File: config.mk
export PLATFORM = sky130hd
export DESIGN_NAME = typed_slot_pool_flat
export DESIGN_NICKNAME = d
export VERILOG_FILES = /design/src/tsp_pkg.sv /design/src/tsp_if.sv /design/src/tsp_front.sv /design/src/tsp_back.sv /design/src/typed_slot_pool.sv /design/src/flat_wrapper.sv
export SDC_FILE = /design/constraint.sdc
export NUM_CORES = 1
export LEC_CHECK = 0
export BUFFER_PORTS_ARGS = -buffer_cell sky130_fd_sc_hd__buf_2
export CAP_MARGIN = 25
export CELL_PAD_IN_SITES_DETAIL_PLACEMENT = 1
export CELL_PAD_IN_SITES_GLOBAL_PLACEMENT = 1
export CORE_MARGIN = 4
export CORE_UTILIZATION = 34
export CTS_CLUSTER_SIZE = 8
export DETAILED_ROUTE_END_ITERATION = 7
export HOLD_SLACK_MARGIN = 0.02
export PLACE_DENSITY_LB_ADDON = 0.15
export SLEW_MARGIN = 0
export SYNTH_ARGS = -nofsm -noshare
export SYNTH_HDL_FRONTEND = slang
export SYNTH_SLANG_ARGS = --single-unit
File: constraint.sdc
create_clock -name clock -period 5.9 [get_ports clock]
set_clock_uncertainty 0.05 [all_clocks]
set_input_delay 0.59 -clock clock [delete_from_list [all_inputs] [get_ports clock]]
set_output_delay 0.59 -clock clock [all_outputs]
set_load 0.05 [all_outputs]
File: src/tsp_pkg.sv
package tsp_pkg;

   localparam int DATA_W   = 32;
   localparam int SLOT_W   = 4;
   localparam int STATUS_W = 2;

   // per-slot mark
   typedef enum logic [1:0] {
      MARK_FREE  = 2'd0,
      MARK_KIND1 = 2'd1,
      MARK_KIND2 = 2'd2
   } tsp_mark_type;

   typedef enum logic [STATUS_W-1:0] {
      STATUS_DONE  = 2'd0,
      STATUS_FULL  = 2'd1,
      STATUS_EMPTY = 2'd2
   } tsp_status_type;

   typedef enum logic {
      ACT_PRODUCE = 1'b0,
      ACT_CONSUME = 1'b1
   } tsp_action_type;

   // classified transaction as it waits in the queue
   typedef struct packed {
      tsp_action_type          action;
      tsp_mark_type            want;
      logic signed [DATA_W-1:0] data;
   } tsp_item_type;

endpackage

File: src/tsp_if.sv
interface tsp_req_if;
   logic                              valid;
   logic                              ready;
   logic                              action;
   logic                              kind;
   logic signed [tsp_pkg::DATA_W-1:0] data_in;

   modport source (output valid, action, kind, data_in, input ready);
   modport sink (input valid, action, kind, data_in, output ready);
endinterface

interface tsp_rsp_if;
   logic                                valid;
   logic                                ready;
   logic        [tsp_pkg::STATUS_W-1:0] status;
   logic        [tsp_pkg::SLOT_W-1:0]   slot;
   logic signed [tsp_pkg::DATA_W-1:0]   data_out;

   modport source (output valid, status, slot, data_out, input ready);
   modport sink (input valid, status, slot, data_out, output ready);
endinterface

File: src/tsp_front.sv
module tsp_front (
   input  logic                  clock,
   input  logic                  reset,
   tsp_req_if.sink               req_bus,
   output logic                  q_valid,
   input  logic                  q_pop,
   output tsp_pkg::tsp_item_type q_item
);
   import tsp_pkg::*;

   localparam int QDEPTH = 2;
   localparam int QPTR_W = $clog2(QDEPTH);

   tsp_item_type      queue_ff [QDEPTH];
   logic [QPTR_W-1:0] wr_ptr_ff, wr_ptr_in;
   logic [QPTR_W-1:0] rd_ptr_ff, rd_ptr_in;
   logic [QPTR_W:0]   count_ff, count_in;
   tsp_item_type      item_in;
   logic              push;
   logic              pop;

   assign req_bus.ready = (count_ff != (QPTR_W+1)'(QDEPTH));
   assign q_valid       = (count_ff != '0);
   assign push          = req_bus.valid && req_bus.ready;
   assign pop           = q_pop && q_valid;
   assign q_item        = queue_ff[rd_ptr_ff];

   // classify: consume looks for the requested mark, produce fills with it
   always_comb begin
      item_in.action = tsp_action_type'(req_bus.action);
      item_in.want   = req_bus.kind ? MARK_KIND2 : MARK_KIND1;
      item_in.data   = req_bus.data_in;
   end

   always_comb begin
      wr_ptr_in = push ? wr_ptr_ff + QPTR_W'(1) : wr_ptr_ff;
      rd_ptr_in = pop ? rd_ptr_ff + QPTR_W'(1) : rd_ptr_ff;
      count_in  = count_ff;
      if (push && !pop) begin
         count_in = count_ff + (QPTR_W+1)'(1);
      end else if (pop && !push) begin
         count_in = count_ff - (QPTR_W+1)'(1);
      end
   end

   always_ff @(posedge clock) begin
      if (reset) begin
         wr_ptr_ff <= '0;
         rd_ptr_ff <= '0;
         count_ff  <= '0;
      end else begin
         wr_ptr_ff <= wr_ptr_in;
         rd_ptr_ff <= rd_ptr_in;
         count_ff  <= count_in;
      end
   end

   always_ff @(posedge clock) begin
      if (push) begin
         queue_ff[wr_ptr_ff] <= item_in;
      end
   end

endmodule

File: src/tsp_back.sv
module tsp_back #(
   parameter int SLOTS = 16
) (
   input  logic                  clock,
   input  logic                  reset,
   input  logic                  q_valid,
   output logic                  q_pop,
   input  tsp_pkg::tsp_item_type q_item,
   tsp_rsp_if.source             rsp_bus
);
   import tsp_pkg::*;

   localparam int IDX_W = (SLOTS > 1) ? $clog2(SLOTS) : 1;

   typedef enum logic {
      S_PICK,
      S_LOAD
   } state_type;

   state_type                state_ff, state_in;
   tsp_mark_type             marks_ff [SLOTS];
   tsp_mark_type             marks_in [SLOTS];
   logic signed [DATA_W-1:0] value_mem [SLOTS];
   logic signed [DATA_W-1:0] rd_data_ff;

   tsp_status_type           res_status_ff, res_status_in;
   logic [SLOT_W-1:0]        res_slot_ff, res_slot_in;
   logic                     res_take_ff, res_take_in;

   logic                     rsp_valid_ff, rsp_valid_in;
   tsp_status_type           rsp_status_ff, rsp_status_in;
   logic [SLOT_W-1:0]        rsp_slot_ff, rsp_slot_in;
   logic signed [DATA_W-1:0] rsp_data_ff, rsp_data_in;

   tsp_mark_type             want;
   logic                     hit;
   logic [IDX_W-1:0]         hit_idx;
   logic [IDX_W+SLOT_W-1:0]  slot_wide;
   logic                     consume;
   logic                     pop;
   logic                     mem_we;
   logic                     load;

   assign consume = (q_item.action == ACT_CONSUME);
   assign want    = consume ? q_item.want : MARK_FREE;

   // priority encoder, lowest index wins
   always_comb begin
      hit     = 1'b0;
      hit_idx = '0;
      for (int i = SLOTS - 1; i >= 0; i--) begin
         if (marks_ff[i] == want) begin
            hit     = 1'b1;
            hit_idx = IDX_W'(i);
         end
      end
   end

   assign slot_wide = {{SLOT_W{1'b0}}, hit_idx};
   assign q_pop     = (state_ff == S_PICK);
   assign pop       = q_pop && q_valid;
   assign mem_we    = pop && hit && !consume;
   assign load      = (state_ff == S_LOAD) && (!rsp_valid_ff || rsp_bus.ready);

   always_comb begin
      state_in      = state_ff;
      marks_in      = marks_ff;
      res_status_in = res_status_ff;
      res_slot_in   = res_slot_ff;
      res_take_in   = res_take_ff;
      rsp_valid_in  = rsp_valid_ff && !rsp_bus.ready;
      rsp_status_in = rsp_status_ff;
      rsp_slot_in   = rsp_slot_ff;
      rsp_data_in   = rsp_data_ff;
      unique case (state_ff)
         S_PICK: begin
            if (pop) begin
               if (hit) begin
                  marks_in[hit_idx] = consume ? MARK_FREE : q_item.want;
                  res_status_in     = STATUS_DONE;
                  res_slot_in       = slot_wide[SLOT_W-1:0];
               end else begin
                  res_status_in = consume ? STATUS_EMPTY : STATUS_FULL;
                  res_slot_in   = '0;
               end
               res_take_in = hit && consume;
               state_in    = S_LOAD;
            end
         end
         S_LOAD: begin
            if (load) begin
               rsp_valid_in  = 1'b1;
               rsp_status_in = res_status_ff;
               rsp_slot_in   = res_slot_ff;
               rsp_data_in   = res_take_ff ? rd_data_ff : DATA_W'(0);
               state_in      = S_PICK;
            end
         end
         default: state_in = S_PICK;
      endcase
   end

   always_ff @(posedge clock) begin
      if (reset) begin
         state_ff     <= S_PICK;
         rsp_valid_ff <= 1'b0;
         for (int i = 0; i < SLOTS; i++) begin
            marks_ff[i] <= MARK_FREE;
         end
      end else begin
         state_ff     <= state_in;
         rsp_valid_ff <= rsp_valid_in;
         marks_ff     <= marks_in;
      end
      res_status_ff <= res_status_in;
      res_slot_ff   <= res_slot_in;
      res_take_ff   <= res_take_in;
      rsp_status_ff <= rsp_status_in;
      rsp_slot_ff   <= rsp_slot_in;
      rsp_data_ff   <= rsp_data_in;
   end

   // value store: registered read per pick, write on produce hit
   always_ff @(posedge clock) begin
      if (mem_we) begin
         value_mem[hit_idx] <= q_item.data;
      end
      if (pop) begin
         rd_data_ff <= value_mem[hit_idx];
      end
   end

   assign rsp_bus.valid    = rsp_valid_ff;
   assign rsp_bus.status   = rsp_status_ff;
   assign rsp_bus.slot     = rsp_slot_ff;
   assign rsp_bus.data_out = rsp_data_ff;

endmodule

File: src/typed_slot_pool.sv
// Typed slot pool: SLOTS slots, each free or holding a 32-bit value of kind one or two.
// req_bus (sink): valid/ready transaction carrying action, kind and data_in.
//   produce stores data_in in the lowest free slot; consume takes the lowest
//   slot of the requested kind and frees it.
// rsp_bus (source): one transaction per request with status, slot, data_out.
//   Rejected requests (pool full, no entry of that kind) report slot 0, data 0.
// An accepted request goes through the queue, the back end's S_PICK and
//   S_LOAD states and the response register, where its response waits until taken.
// The back end picks the next transaction only after loading the last one's
//   response in S_LOAD, so it never works on two transactions at once.
// A 2-entry queue lets the front take up to two transactions ahead of the
//   back end; req_bus.ready drops while it is full. A stalled response holds
//   its payload until taken and keeps the back end from loading the next one.
// Reset (synchronous, active high) marks all slots free and empties the queue;
//   no clearing pass is needed.
module typed_slot_pool #(
   parameter int SLOTS = 16
) (
   input logic       clock,
   input logic       reset,
   tsp_req_if.sink   req_bus,
   tsp_rsp_if.source rsp_bus
);
   import tsp_pkg::*;

   logic         q_valid;
   logic         q_pop;
   tsp_item_type q_item;

   // front: accept, classify, queue
   tsp_front u_front (
      .clock   (clock),
      .reset   (reset),
      .req_bus (req_bus),
      .q_valid (q_valid),
      .q_pop   (q_pop),
      .q_item  (q_item)
   );

   // back: slot search, mark update, value store, response register
   tsp_back #(
      .SLOTS (SLOTS)
   ) u_back (
      .clock   (clock),
      .reset   (reset),
      .q_valid (q_valid),
      .q_pop   (q_pop),
      .q_item  (q_item),
      .rsp_bus (rsp_bus)
   );

endmodule

File: src/flat_wrapper.sv
// flat-port wrapper written by rule: the top's interface ports become plain ports
module typed_slot_pool_flat import tsp_pkg::*;
#(
   parameter int SLOTS = 16
)
  (clock, reset, req_bus_valid, req_bus_action, req_bus_kind, req_bus_data_in, req_bus_ready, rsp_bus_valid, rsp_bus_status, rsp_bus_slot, rsp_bus_data_out, rsp_bus_ready);
  tsp_req_if req_bus_i ();
  tsp_rsp_if rsp_bus_i ();
  input logic clock;
  input logic reset;
  input wire logic [$bits(req_bus_i.valid)-1:0] req_bus_valid;
  input wire logic [$bits(req_bus_i.action)-1:0] req_bus_action;
  input wire logic [$bits(req_bus_i.kind)-1:0] req_bus_kind;
  input wire logic [$bits(req_bus_i.data_in)-1:0] req_bus_data_in;
  output wire logic [$bits(req_bus_i.ready)-1:0] req_bus_ready;
  output wire logic [$bits(rsp_bus_i.valid)-1:0] rsp_bus_valid;
  output wire logic [$bits(rsp_bus_i.status)-1:0] rsp_bus_status;
  output wire logic [$bits(rsp_bus_i.slot)-1:0] rsp_bus_slot;
  output wire logic [$bits(rsp_bus_i.data_out)-1:0] rsp_bus_data_out;
  input wire logic [$bits(rsp_bus_i.ready)-1:0] rsp_bus_ready;
  assign req_bus_i.valid = req_bus_valid;
  assign req_bus_i.action = req_bus_action;
  assign req_bus_i.kind = req_bus_kind;
  assign req_bus_i.data_in = req_bus_data_in;
  assign req_bus_ready = req_bus_i.ready;
  assign rsp_bus_valid = rsp_bus_i.valid;
  assign rsp_bus_status = rsp_bus_i.status;
  assign rsp_bus_slot = rsp_bus_i.slot;
  assign rsp_bus_data_out = rsp_bus_i.data_out;
  assign rsp_bus_i.ready = rsp_bus_ready;
  typed_slot_pool #(.SLOTS(SLOTS)) u_core (.clock(clock), .reset(reset), .req_bus(req_bus_i), .rsp_bus(rsp_bus_i));
endmodule
Word level (Yosys, flattened, before mapping)
Memory sizes are Yosys's and may differ from the RTL's. A register that Yosys moved wholly into a read port is not among the register bits.
Cells that the tools add are included.
{"block": "totals", "regBits": 83, "ramBits": 582, "input_bits": 38, "output_inout_bits": 40, "word_cells": 127, "n_memories": 2}
{"block": "classes", "addsub": 4, "n_lt_le_gt_ge": 2, "eq_ne": 17, "muxes": 52, "n_bitwise": 2, "n_reduce_logical": 21}
{"name": "u_core.u_back.value_mem", "words": 16, "width": 32, "rd": 1, "rd_clocked_by_memory_dff": 1, "write_ports": 1, "line_no": "tsp_back.sv:23", "text": "logic signed [DATA_W-1:0] value_mem [SLOTS];"}
{"name": "u_core.u_front.queue_ff", "words": 2, "width": 35, "rd": 1, "rd_clocked_by_memory_dff": 1, "write_ports": 1, "line_no": "tsp_front.sv:14", "text": "tsp_item_type queue_ff [QDEPTH];"}
{"op": "$mux 4", "n": 16}
{"op": "$bwmux 32", "n": 1}
{"op": "$eq 2x2->1", "n": 16}
{"op": "$mux 1", "n": 26}
{"op": "$mux 2", "n": 7}
{"op": "$logic_and 1x1->1", "n": 10}
{"op": "$demux 2 s4", "n": 1}
{"op": "$ge 5x5->1 const B", "n": 1}
{"op": "$logic_not 1->1", "n": 5}
{"op": "$lt 5x1->1 const B", "n": 1}
{"op": "$not 4->5", "n": 1}
{"op": "$reduce_and 2->1", "n": 2}
{"op": "$reduce_bool 2->1", "n": 2}
{"op": "$reduce_and 3->1", "n": 1}
{"op": "$add 1x1->1 const B", "n": 2}
{"op": "$add 2x1->2 const B", "n": 1}
{"op": "$ne 2x2->1 const B", "n": 1}
{"op": "$pmux 1 s2", "n": 1}
{"op": "$sub 2x1->2 const B", "n": 1}
{"op": "$logic_or 1x1->1", "n": 1}
{"op": "$not 1->1", "n": 1}

Longest topological paths before layout
Gate-level depths: netlist (run 1).
{"block": "depth", "depth_word": 24, "depth_mapped": 14}

Cells and area by module
A second synthesis (run 1) with hierarchy kept.
{"block": "unflattened", "hier_cells": 1538, "hier_area_um2": 27067.2}
{"module": "tsp_back", "instances": 1, "cells_per_inst": 1404, "area_each_um2": 24317.1}
{"module": "tsp_front", "instances": 1, "cells_per_inst": 134, "area_each_um2": 2750.1}

Worst setup path before layout (run 1)
Ideal clock, no wire load.
{"block": "synth_timing", "kind": "flip-flop to flip-flop", "start": "memory u_core.u_front.queue_ff[1][34] (netlist bit)", "end": "memory u_core.u_back.value_mem[5][0], enable pin", "setup_ns": 0.468, "t_arrival_ns": 4.955, "required_ns": 5.382, "slack_ns": 0.427, "path_stages_with_launch": 11, "period_less_slack_ns": 5.473, "cell_sequence": "edfxtp_1 > and3_1 > or3_1 > a22oi_1 > a221oi_1 > o311a_1 > o21ai_4 > buf_2 > buf_2 > nand2_1 > nor3b_1"}
{"element": "from (decl)", "line_no": "tsp_front.sv:14"}
{"element": "to (decl)", "line_no": "tsp_back.sv:23"}

==> metrics.md, run 1 <==
| Metric | Value |
|---|---|
| CP endpoint kind | flip-flop |
| Fin crit period | 5238 ps |
| Max Root-Sink Buffers | 3 |
| CP Class | flip-flop to flip-flop |
| All-layer global routing usage | 0.1645 |
| Achievable Freq | 0.1909 GHz |
| Mapped Area | approximately 27000 µm² |
| Pwr per Cell Area | ~500 nW/µm² |
| Slew headroom | 0.2917 |
| Post-synthesis register bit count | 698 |
| VDD IR max | around 0.4 mV |
| Htree depth | 3 |
| Row Count | about 100 |
| Overall Power | roughly 16 mW |
| 1st-iter DRT viols | 839 |
| CTS tree | built |
| Initial Util | 0.3429 |
| Worst stage delay on the critical path | 830 ps |
| Place WS | 667.4 ps |
| Grt total ovfl | 0 |
| DPL Wire Length | 38230 µm |
| Largest net degree at the start of global routing | between 70 and 80 |
| Core Area | 78870 µm² |
| IO Pins | 78 |
| RSZ-0062 raised after global routing | no |
| WL/cell | roughly 25 µm |
| Worst Tran Pin Value | between 1000 and 1500 ps |
| Clock latency on the worst-skew pair | 640 ps |
| DRT antenna net count | 0 |
| DR vias | 14230 |
| CTS Sinks | around 700 |
| Number of remaining DRC errors | 0 |
| Status | complete, no violations |
| Synth unique cells | 60 |
| Arr. time, crit path | 5550 ps |
| Reg clk slew, reported paths | 50 ps |
| Post-Place Cells | 2628 |
| Cells after synthesis | 1535 |
| CP max FO | 57 |
| Critical-path cell list | buf_4, nand3b_1, and3_1, nor4_2, nor2_1, a21o_1, inv_8, buf_4, mux2i_1, o22ai_1, or4_1 |
| Yosys warns | 0 |
| I/O Buffers | 77 |
| Number of synthesized flops with an enable pin | between 600 and 700 |
| Post-synth top area cell | edfxtp_1 |
| Postcts setup bufs | 0 |
| HP Class | input pin to flip-flop |
| Worst setup margin | 662.0 ps |
| Final hold viol count | 0 |
| Vias in the first global route | 15450 |
| Initial antenna violation count | 2 |
| CP max stage cell | buf_4 |
| Dpl cell area | approximately 29000 µm² |
| Yosys top cell area share | 0.7316 |
| Final instance area | 31630 µm² |
| Final Max Tran Viols | 0 |
| Via density | 5.172 |
| TritonCTS Buffers | between 90 and 100 |
| Chip width | about 290 µm |
| Most frequent cells after synthesis | 659 x edfxtp_1, 290 x mux2i_1, 133 x o22ai_1 |
| TNS Setup | 0 ps |
| Pre-antenna DRT Iters | 5 |
| Top_reg_cell synth | edfxtp_1 |
| Top post-synthesis cells by area | edfxtp_1 73%, mux2i_1 11%, o22ai_1 3.1% |
| Final #Nets | 1717 |
| Pleak | 10.22 nW |
| Final core utilization | 0.4011 |
| Clock Tree Root | clkbuf_16 |
| Number of diodes | 0 |
| Die area | approximately 84000 µm² |
| Hold slack final | around 100 ps |
| Synth Net Count | 1574 |
| Worst path most repeated cell | buf_4 |
| CTS resizes | 0 |
| Synth-to-Final Area Change | 16.94% |
| Worst setup SP type | flip-flop |
| CTS Hold Buffers Added | 0 |
| Cell Count, Final, Fillers Out | 2751 |
| Most common cell in the synthesized netlist | edfxtp_1 |
| # setup viols final | 0 |
| Die height | 290.1 µm |
| Global-route wire length before repair | 103600 µm |
| Register area share after synthesis | 0.7605 |
| Async set or reset register ratio after synthesis | 0 |
| DRT Wirelength | 69970 µm |
| Fraction of layout cells with a size suffix above 1 | 0.1858 |
| Maxcap violations | 0 |
| Fin crit share | 0.8878 |
| Critical Path RT | 6220 ps |
| Synth Area per Inst | around 18 µm² |
| Gp weighted congestion | between 0.7 and 0.8 |
==> metal layers <==
| layer | share of wire | GRT usage | wire [µm] | vias up |
|---|---|---|---|---|
| met3 | 0.039 | 0.02992 | 2752 | 117 |
| li1 | - | - | - | 6398 |
| met2 | 0.48 | 0.2726 | 33890 | 271 |
| met5 | 0.00020 | 0 | 14 | - |
| met1 | 0.46 | 0.2245 | 31890 | 7439 |
| met4 | 0.020 | 0.04282 | 1417 | 2 |
==> final timing paths <==
kind / from / to / slack (ps) / cells past startpoint
max: flip-flop / u_core.u_back.rd_data_ff[2] / 660 / 11
min: req_bus_data_in[2] / u_core.u_front.queue_ff[1][2] / 100 / 1
max reg2reg: flip-flop / u_core.u_back.rd_data_ff[2] / 660 / 11
min reg2reg: u_core.u_back.res_slot_ff[0] / u_core.u_back.rsp_bus.slot[0] / 370 / 0
==> kinds of logic after synthesis <==
group | after synthesis | share of synthesized area
DFF | 698 | 0.7605
muxes | 323 | 0.1211
and+or+nand+nor | 224 | 0.05162
AOI/OAI and AO/OA | 191 | 0.04686
buffers and inverters | 86 | 0.01563
xor gates and xnor gates | 12 | 0.003886
adders and majority gates | 1 | 0.0004625
==> cells in the final DEF (no fill, tap or decap), types with 3 or more instances in the layout <==
| cell | Yosys | layout |
|---|---|---|
| o21a_1 | 3 | 3 |
| or3_1 | 12 | 12 |
| mux2_2 | 33 | 33 |
| nor3_1 | 17 | 15 |
| o21ai_0 | 6 | 6 |
| buf_12 | 0 | 10 |
| o22ai_1 | 133 | 133 |
| a22oi_1 | 4 | 4 |
| buf_2 | 41 | 77 |
| and2_1 | 32 | 32 |
| nor4_2 | 8 | 8 |
| or2_2 | 5 | 6 |
| nand3_2 | 3 | 3 |
| or4_1 | 34 | 34 |
| o21ai_1 | 4 | 3 |
| xnor2_1 | 4 | 4 |
| nor2_4 | 0 | 7 |
| a21boi_0 | 9 | 8 |
| nor2b_4 | 0 | 6 |
| a21oi_1 | 14 | 14 |
| inv_1 | 4 | 3 |
| clkbuf_16 | 0 | 99 |
| nand3_1 | 7 | 7 |
| dfxtp_1 | 39 | 38 |
| edfxtp_1 | 659 | 659 |
| nor2_1 | 52 | 45 |
| nand2_1 | 10 | 9 |
| nor4_1 | 3 | 3 |
| buf_4 | 5 | 37 |
| mux2i_1 | 290 | 290 |
| and3_1 | 13 | 12 |
| clkbuf_1 | 29 | 16 |
| xor2_1 | 8 | 8 |
| nor3b_2 | 2 | 4 |
==> flip-flops by register name, summed over array words and instances (netlist names), 2 cells and up, named ones only <==
signal                          cells
u_core.u_front.queue_ff            70
u_core.u_back.rd_data_ff           32
u_core.u_back.res_slot_ff           4
u_core.u_back.rsp_bus.slot          4
u_core.u_back.rsp_bus.data_out     32
u_core.u_front.count_ff             2
u_core.u_back.marks_ff             32
u_core.u_back.rsp_bus.status        2
u_core.u_back.value_mem           512
u_core.u_back.res_status_ff         2
==> cell type report <==
class                           instances  area (µm²)
Clock buffer                          116        2551
Clock inverter                          6       73.82
Fill cell                            7719       47240
Inverter                                5       26.28
Multi-Input combinational cell        751        6205
Sequential cell                       698       20570
Tap cell                             1050        1314
Timing Repair Buffer                  125       890.9
==> worst max-delay path, delay by kind of cell, from the launching register on <==
| family | cells | cell delay, ps |
|---|---|---|
| DFF | 1 | 360 |
| muxes | 1 | 280 |
| buffers and inverters | 3 | 1490 |
| AOI/OAI and AO/OA | 2 | 500 |
| and+or+nand+nor | 5 | 2130 |
==> power breakdown <==
group          internal [mW]  switching [mW]
Combinational           1.42            2.74
Clock                   2.98            1.95
Sequential              6.45           0.161
Note: power is estimated with default switching activity, not from simulation.
==> run 2, diff against run 1 <==
Settings changed: GPL_TIMING_DRIVEN set to 0.
==> run 2 against run 1 <==
Sequential share of layout area is 0.96 points lower. Cell count grew 2.5%. Wire length rose by 5.5%. Via count up 1.7%. Non-clock buffer count rose by 69. Total power rose by 2.8%. Combinational power is 9.9% higher. Critical path depth rose by 5. Sequential power hardly changed. First-iteration DRC count is 15% higher. Core utilization rose by 0.60 points.
==> metrics.md, run 2 (synthesized netlist as in run 1, its figures left out) <==
| Metric | Value |
|---|---|
| Final instance area | 32110 µm² (+1.5%) |
| HP Class | input pin to flip-flop |
| CTS Sinks | 698 (unchanged) |
| Maxcap violations | 0 (unchanged) |
| R2R cell count | 16 (+5) |
| Fin crit period | 5120 ps (-117.7 ps) |
| DRT Wirelength | 73830 µm (+5.5%) |
| Htree depth | 3 (unchanged) |
| # setup viols final | 0 (unchanged) |
| CTS Hold Buffers Added | 0 (unchanged) |
| Clock latency on the worst-skew pair | 640 ps (about the same) |
| DPL Wire Length | 48280 µm (+26%) |
| All-layer global routing usage | 0.1727 (+0.008216) |
| Biggest register | u_core.u_back.value_mem |
| Max FFs per register | 512 (unchanged) |
| Die area | 84130 µm² (unchanged) |
| CTS tree | built |
| Row Count | 103 (unchanged) |
| Pwr per Cell Area | 503.0 nW/µm² (+1.3%) |
| Reg clk slew, reported paths | 50 ps (about the same) |
| IO Pins | 78 (unchanged) |
| CP Class | flip-flop to flip-flop |
| FF-to-FF setup slack | 780 ps (+120 ps) |
| Final Max Tran Viols | 0 (unchanged) |
| Grt total ovfl | 0 (unchanged) |
| Max Root-Sink Buffers | 3 (unchanged) |
| CTS resizes | 0 (unchanged) |
| Fin crit share | 0.8679 (-0.01995) |
| Pre-antenna DRT Iters | 5 (unchanged) |
| Worst stage delay on the critical path | 710 ps (-120 ps) |
| Levels on crit path | 16 (+5) |
| Vias in the first global route | 15790 (+2.2%) |
| WL/cell | 26.19 µm (+3.0%) |
| Global-route wire length before repair | 107400 µm (+3.6%) |
| Pleak | 10.47 nW (+2.4%) |
| VDD IR max | 0.2185 mV (-45%) |
| DR vias | 14470 (+1.7%) |
| CP max stage cell | nor3b_2 |
| Fraction of layout cells with a size suffix above 1 | 0.1968 (+0.01106) |
| Slew headroom | 0.2860 (-0.005625) |
| I/O Buffers | 76 (-1.3%) |
| TritonCTS Buffers | 97 (unchanged) |
| Postcts setup bufs | 0 (unchanged) |
| Cell Count, Final, Fillers Out | 2819 (+2.5%) |
| Achievable Freq | 0.1953 GHz (+2.3%) |
| Final #Nets | 1786 (+4.0%) |
| Leading cell type in the layout, fill and taps excluded | edfxtp_1 |
| RSZ-0062 raised after global routing | no |
| Worst setup margin | 779.7 ps (+117.7 ps) |
| Initial Util | 0.3429 (unchanged) |
| 1st-iter DRT viols | 961 (+15%) |
| Via density | 5.132 (-0.77%) |
| Gp weighted congestion | 0.7443 (-0.65%) |
| Dpl cell area | 29450 µm² (+1.6%) |
| Final hold viol count | 0 (unchanged) |
| Arr. time, crit path | 5390 ps (-160 ps) |
| Largest net degree at the start of global routing | 24 (-68%) |
| CP max FO | 10 (-82%) |
| Post-Place Cells | 2697 (+2.6%) |
| DRT antenna net count | 0 (unchanged) |
| Chip width | 290.1 µm (unchanged) |
| Worst Tran Pin Value | 1069 ps (+9.054 ps) |
| Most frequent cells in the layout | 659 x edfxtp_1, 290 x mux2i_1, 133 x o22ai_1 |
| Top flop regs | u_core.u_back.value_mem (512), u_core.u_front.queue_ff (70) |
| Worst setup SP type | flip-flop |
| Worst setup path end | u_core.u_back.value_mem[7][17] |
| Synth-to-Final Area Change | 18.70% |
| FF-to-FF End | u_core.u_back.value_mem[7][17] |
| Layout fillers | 7760 (+0.53%) |
| Core Area | 78870 µm² (unchanged) |
| Place WS | 760.0 ps (+92.58 ps) |
| CP bufs+invs | 8 (+5) |
| CP delay by family, top | buffers and inverters |
| Number of remaining DRC errors | 0 (unchanged) |
| Status | complete, no violations |
| Critical Path RT | 6170 ps (-50 ps) |
| Initial antenna violation count | 2 (unchanged) |
| Die height | 290.1 µm (unchanged) |
| Clock Tree Root | clkbuf_16 |
| Critical-path cell list | buf_6, nand3_2, buf_2, nand2_1, xor2_1, o221a_1, o311ai_1, a21o_1, inv_2, buf_2, buf_2, nand2_1, nor3b_2, buf_6, buf_6, buf_4 |
| CP endpoint kind | flip-flop |
## run 2: changes by cell type in the layout (fill, tap and decap cells not counted), sizes merged
cell,delta
buf,+40
clkbuf,+27
bufinv,+1
clkinv,-1
diode,+1
## run 2: power by group
group | switching [mW] | internal, mW
clock network | 1.98 | 3.01
logic | 3.06 | 1.51
registers | 0.148 | 6.44
total | 5.19 | 11.0
## run 2: metrics by stage
stage	setup TNS (ps)	hold slack [ps]	utilization	power [mW]
floorplan	0	350.3	-	9.574
global placement	-1003850	365.5	0.3644	11.16
detailed placement	0	367.2	0.3735	11.35
CTS	0	50.33	0.4068	16.40
global route	0	68.70	0.4070	16.88
finish	0	92.84	0.4071	16.15
## run 2: metal layers
metal	global-route usage	wire length [µm]
met4	0.05362	1763
met5	0	0
met3	0.02663	2835
met2	0.2935	36450
met1	0.2290	32790
## run 2: cell type report
type	instances	area, µm²	area share
clock inverters	6	100.1	0.003118
multi-input cells	751	6186	0.1927
plain buffers	81	404.1	0.01259
repair buffers	113	977.2	0.03044
inverters	5	18.77	0.0005846
clock buffers	114	2534	0.07892
flip-flops and latches	698	20570	0.6407
well taps	1050	1314	0.04092
diodes	1	2.502	0.00007794
## run 2: how the worst min path moves through the flow
| stage | from | end | slack (ps) | depth (start not counted) |
|---|---|---|---|---|
| floorplan | u_core.u_back.res_slot_ff[0] | u_core.u_back.rsp_bus.slot[0] | 350 | 0 |
| global placement | u_core.u_back.res_slot_ff[3] | u_core.u_back.rsp_bus.slot[3] | 370 | 0 |
| detailed placement | u_core.u_back.res_slot_ff[0] | u_core.u_back.rsp_bus.slot[0] | 370 | 0 |
| CTS | req_bus_data_in[24] | u_core.u_front.queue_ff[1][24] | 50 | 1 |
| global route | req_bus_data_in[25] | u_core.u_front.queue_ff[0][25] | 70 | 1 |
| finish | req_bus_data_in[24] | u_core.u_front.queue_ff[0][24] | 90 | 1 |
==> run 3, diff against run 2 <==
Settings changed: ABC_AREA set to 1.
==> run 3 against run 2 <==
Highest routed layer unchanged. Largest cell class unchanged. Wire length increased by 22%. Synthesized cell count increased by 79%. Register-to-register slack improved by 570 ps.
==> metrics.md, run 3 <==
| Metric | Value |
|---|---|
| Status | complete, no violations |
| Most common cell in the synthesized netlist | nand2_1 |
| Chip width | 300.9 µm (+3.7%) |
| Critical Path RT | 6180 ps (about the same) |
| Via density | 4.842 (-5.6%) |
| Arr. time, crit path | 4830 ps (-560 ps) |
| Reg clk slew, reported paths | 50 ps (about the same) |
| RSZ-0062 raised after global routing | no |
| Cells after synthesis | 2742 (+79%) |
| Worst Tran Pin Value | 1052 ps (-16.47 ps) |
| Post-synthesis register bit count | 698 (unchanged) |
| Top layer in use | met4 |
| Number of diodes | 0 (-1) |
| Register area share after synthesis | 0.7052 (-0.05532) |
| Levels on crit path | 19 (+3) |
| CP Class | flip-flop to flip-flop |
| Metal2 WL | 43450 µm (+19%) |
| Pre-antenna DRT Iters | 5 (unchanged) |
| Fin crit period | 4553 ps (-567.6 ps) |
| Synth Area per Inst | 10.64 µm² (-40%) |
| Biggest register | u_core.u_back.value_mem |
| Fin crit share | 0.7717 (-0.09620) |
| Top flop regs | u_core.u_back.value_mem (512), u_core.u_front.queue_ff (70) |
| Synth unique cells | 32 (-47%) |
| Fraction of layout cells with a size suffix above 1 | 0.1147 (-0.08217) |
| Worst path most repeated cell | nand2_1 |
| Mapped Area | 29170 µm² (+7.8%) |
| Max Root-Sink Buffers | 3 (unchanged) |
| Row Count | 107 (+3.9%) |
| Number of synthesized flops with an enable pin | 659 (unchanged) |
| Clock Tree Root | clkbuf_16 |
| CP delay by family, top | simple AND/OR/NAND/NOR gates |
| Max FFs per register | 512 (unchanged) |
| Vias in the first global route | 21560 (+37%) |
| CP max FO | 18 (+8) |
| Initial Util | 0.3426 (-0.0003559) |
| Final #Nets | 2985 (+67%) |
| CTS resizes | 0 (unchanged) |
| HP Class | input pin to flip-flop |
| IO Pins | 78 (unchanged) |
| CTS Hold Buffers Added | 0 (unchanged) |
| Final core utilization | 0.4028 (-0.004274) |
| Async set or reset register ratio after synthesis | 0 (unchanged) |
| Yosys warns | 0 (unchanged) |
| Top post-synthesis cells by area | edfxtp_1 68%, nand2_1 17%, nand3_1 4.7% |
| Global-route wire length before repair | 135400 µm (+26%) |
| Die height | 300.9 µm (+3.7%) |
| DR vias | 19940 (+38%) |
| Yosys top cell area share | 0.6784 (-0.05322) |
| Most frequent cells in the layout | 1346 x nand2_1, 659 x edfxtp_1, 272 x nand3_1 |
| Final Max Tran Viols | 0 (unchanged) |
| CP max stage cell | nor2_4 |
| DRT antenna net count | 0 (unchanged) |
| DRT Wirelength | 90050 µm (+22%) |
| R2R cell count | 19 (+3) |
| Synth Net Count | 2781 (+77%) |
| Largest net degree at the start of global routing | 32 (+33%) |
| Critical-path cell list | buf_6, inv_4, nand2_2, nand2_4, buf_6, nand3_1, nand2_1, nand2_1, o21ai_0, a31oi_1, nor2_1, nor2_1, o211ai_1, nand2_1, clkbuf_1, nor2_2, nand2_1, nor2_4, buf_12 |
| Synth-to-Final Area Change | 17.57% |
| DR WL met3 | 3868 µm (+36%) |
| I/O Buffers | 76 (unchanged) |
| Core Area | 85150 µm² (+8.0%) |
| Gp weighted congestion | 0.7926 (+6.5%) |
| Initial antenna violation count | 3 (+1) |
| Worst setup SP type | flip-flop |
| Die area | 90550 µm² (+7.6%) |
| CP endpoint kind | flip-flop |
| TritonCTS Buffers | 97 (unchanged) |
| CTS tree | built |
| Leading cell type in the layout, fill and taps excluded | nand2_1 |
| Met1 WL | 40390 µm (+23%) |
| Cells on Worst Hold Path | 1 (unchanged) |
| DPL Wire Length | 62630 µm (+30%) |
| CP bufs+invs | 5 (-3) |
| Final hold viol count | 0 (unchanged) |
| Clock latency on the worst-skew pair | 630 ps (about the same) |
| Slew headroom | 0.2985 (+0.01245) |
| Worst stage delay on the critical path | 570 ps (-140 ps) |
| 1st-iter DRT viols | 1283 (+34%) |
| All-layer global routing usage | 0.2011 (+0.02837) |
| CTS Sinks | 698 (unchanged) |
| Maxcap violations | 0 (unchanged) |
| Htree depth | 3 (unchanged) |
| Grt total ovfl | 0 (unchanged) |
| Top_reg_cell synth | edfxtp_1 |
| Achievable Freq | 0.2196 GHz (+12%) |
| # setup viols final | 0 (unchanged) |
| Number of remaining DRC errors | 0 (unchanged) |
| WL/cell | 21.87 µm (-17%) |
| Postcts setup bufs | 0 (unchanged) |
| Post-synth top area cell | edfxtp_1 |
| Most frequent cells after synthesis | 1346 x nand2_1, 659 x edfxtp_1, 272 x nand3_1 |
-- run 3: changes by cell type after synthesis, moves of 15 or more --
cell / before / now
and2_1: 32 / 0
mux2i_1: 290 / 0
nor3_1: 17 / 2
nand3_1: 7 / 272
inv_1: 4 / 122
or4_1: 34 / 0
a21oi_1: 14 / 34
mux2_2: 33 / 0
o22ai_1: 133 / 0
clkbuf_1: 29 / 56
nand2_1: 10 / 1346
xor2_1: 8 / 27
-- run 3: cells by family after synthesis --
group | synth area share
XOR/XNOR | 0.008707
AND/OR/NAND/NOR | 0.2326
AO/OA/AOI/OAI | 0.009694
flip-flops | 0.7052
buffers and inverters | 0.04345
adder cells (fa/ha/maj) | 0.0004289
-- run 3: metal layers --
metal / global-route usage / vias up
met3: 0.03309 / 140
met4: 0.06108 / 0
met1: 0.2651 / 9956
met2: 0.3415 / 407
li1: - / 9438
met5: 0 / -
-- run 3: final timing paths --
kind | from | end | slack, ps
min | req_bus_data_in[13] | u_core.u_front.queue_ff[1][13] | 90
max reg2reg | flip-flop | u_core.u_back.value_mem[15][11] | 1350
min reg2reg | u_core.u_back.res_slot_ff[1] | u_core.u_back.rsp_bus.slot[1] | 370
max | flip-flop | u_core.u_back.value_mem[15][11] | 1350
-- run 3: cell type report --
type	count	area (µm²)
Fill cell	9500	50850
Sequential cell	698	20570
Multi-Input combinational cell	1768	7486
Clock buffer	121	2560
Tap cell	1144	1431
Timing Repair Buffer	105	912.1
Buffer	144	769.5
Inverter	132	498.0
Clock inverter	6	70.07
-- run 3: worst register-to-register path: stages, from the launching register on --
cell	delay (ps)
dfxtp_1	300
buf_6	130
inv_4	100
nand2_2	70
nand2_4	110
buf_6	210
nand3_1	90
nand2_1	70
nand2_1	60
o21ai_0	130
a31oi_1	170
nor2_1	170
nor2_1	60
o211ai_1	170
nand2_1	220
clkbuf_1	490
nor2_2	470
nand2_1	290
nor2_4	570
buf_12	270
-- run 3: through the flow --
| stage | hold WS [ps] | cell area (µm²) | worst slack, ps | std cells | setup TNS [ps] |
|---|---|---|---|---|---|
| floorplan | 350.3 | 29170 | 34.42 | 2742 | 0 |
| global placement | 355.4 | 30980 | -6082 | 3962 | -2160750 |
| detailed placement | 361.0 | 31650 | 1339 | 3990 | 0 |
| CTS | 45.18 | 34280 | 1322 | 4117 | 0 |
| global route | 62.10 | 34300 | 1109 | 4118 | 0 |
| finish | 93.64 | 34300 | 1347 | 4118 | 0 |
Power of run 3 is not shown: default switching activity piles up to over one toggle a cycle in this logic, so the estimate is an artifact.
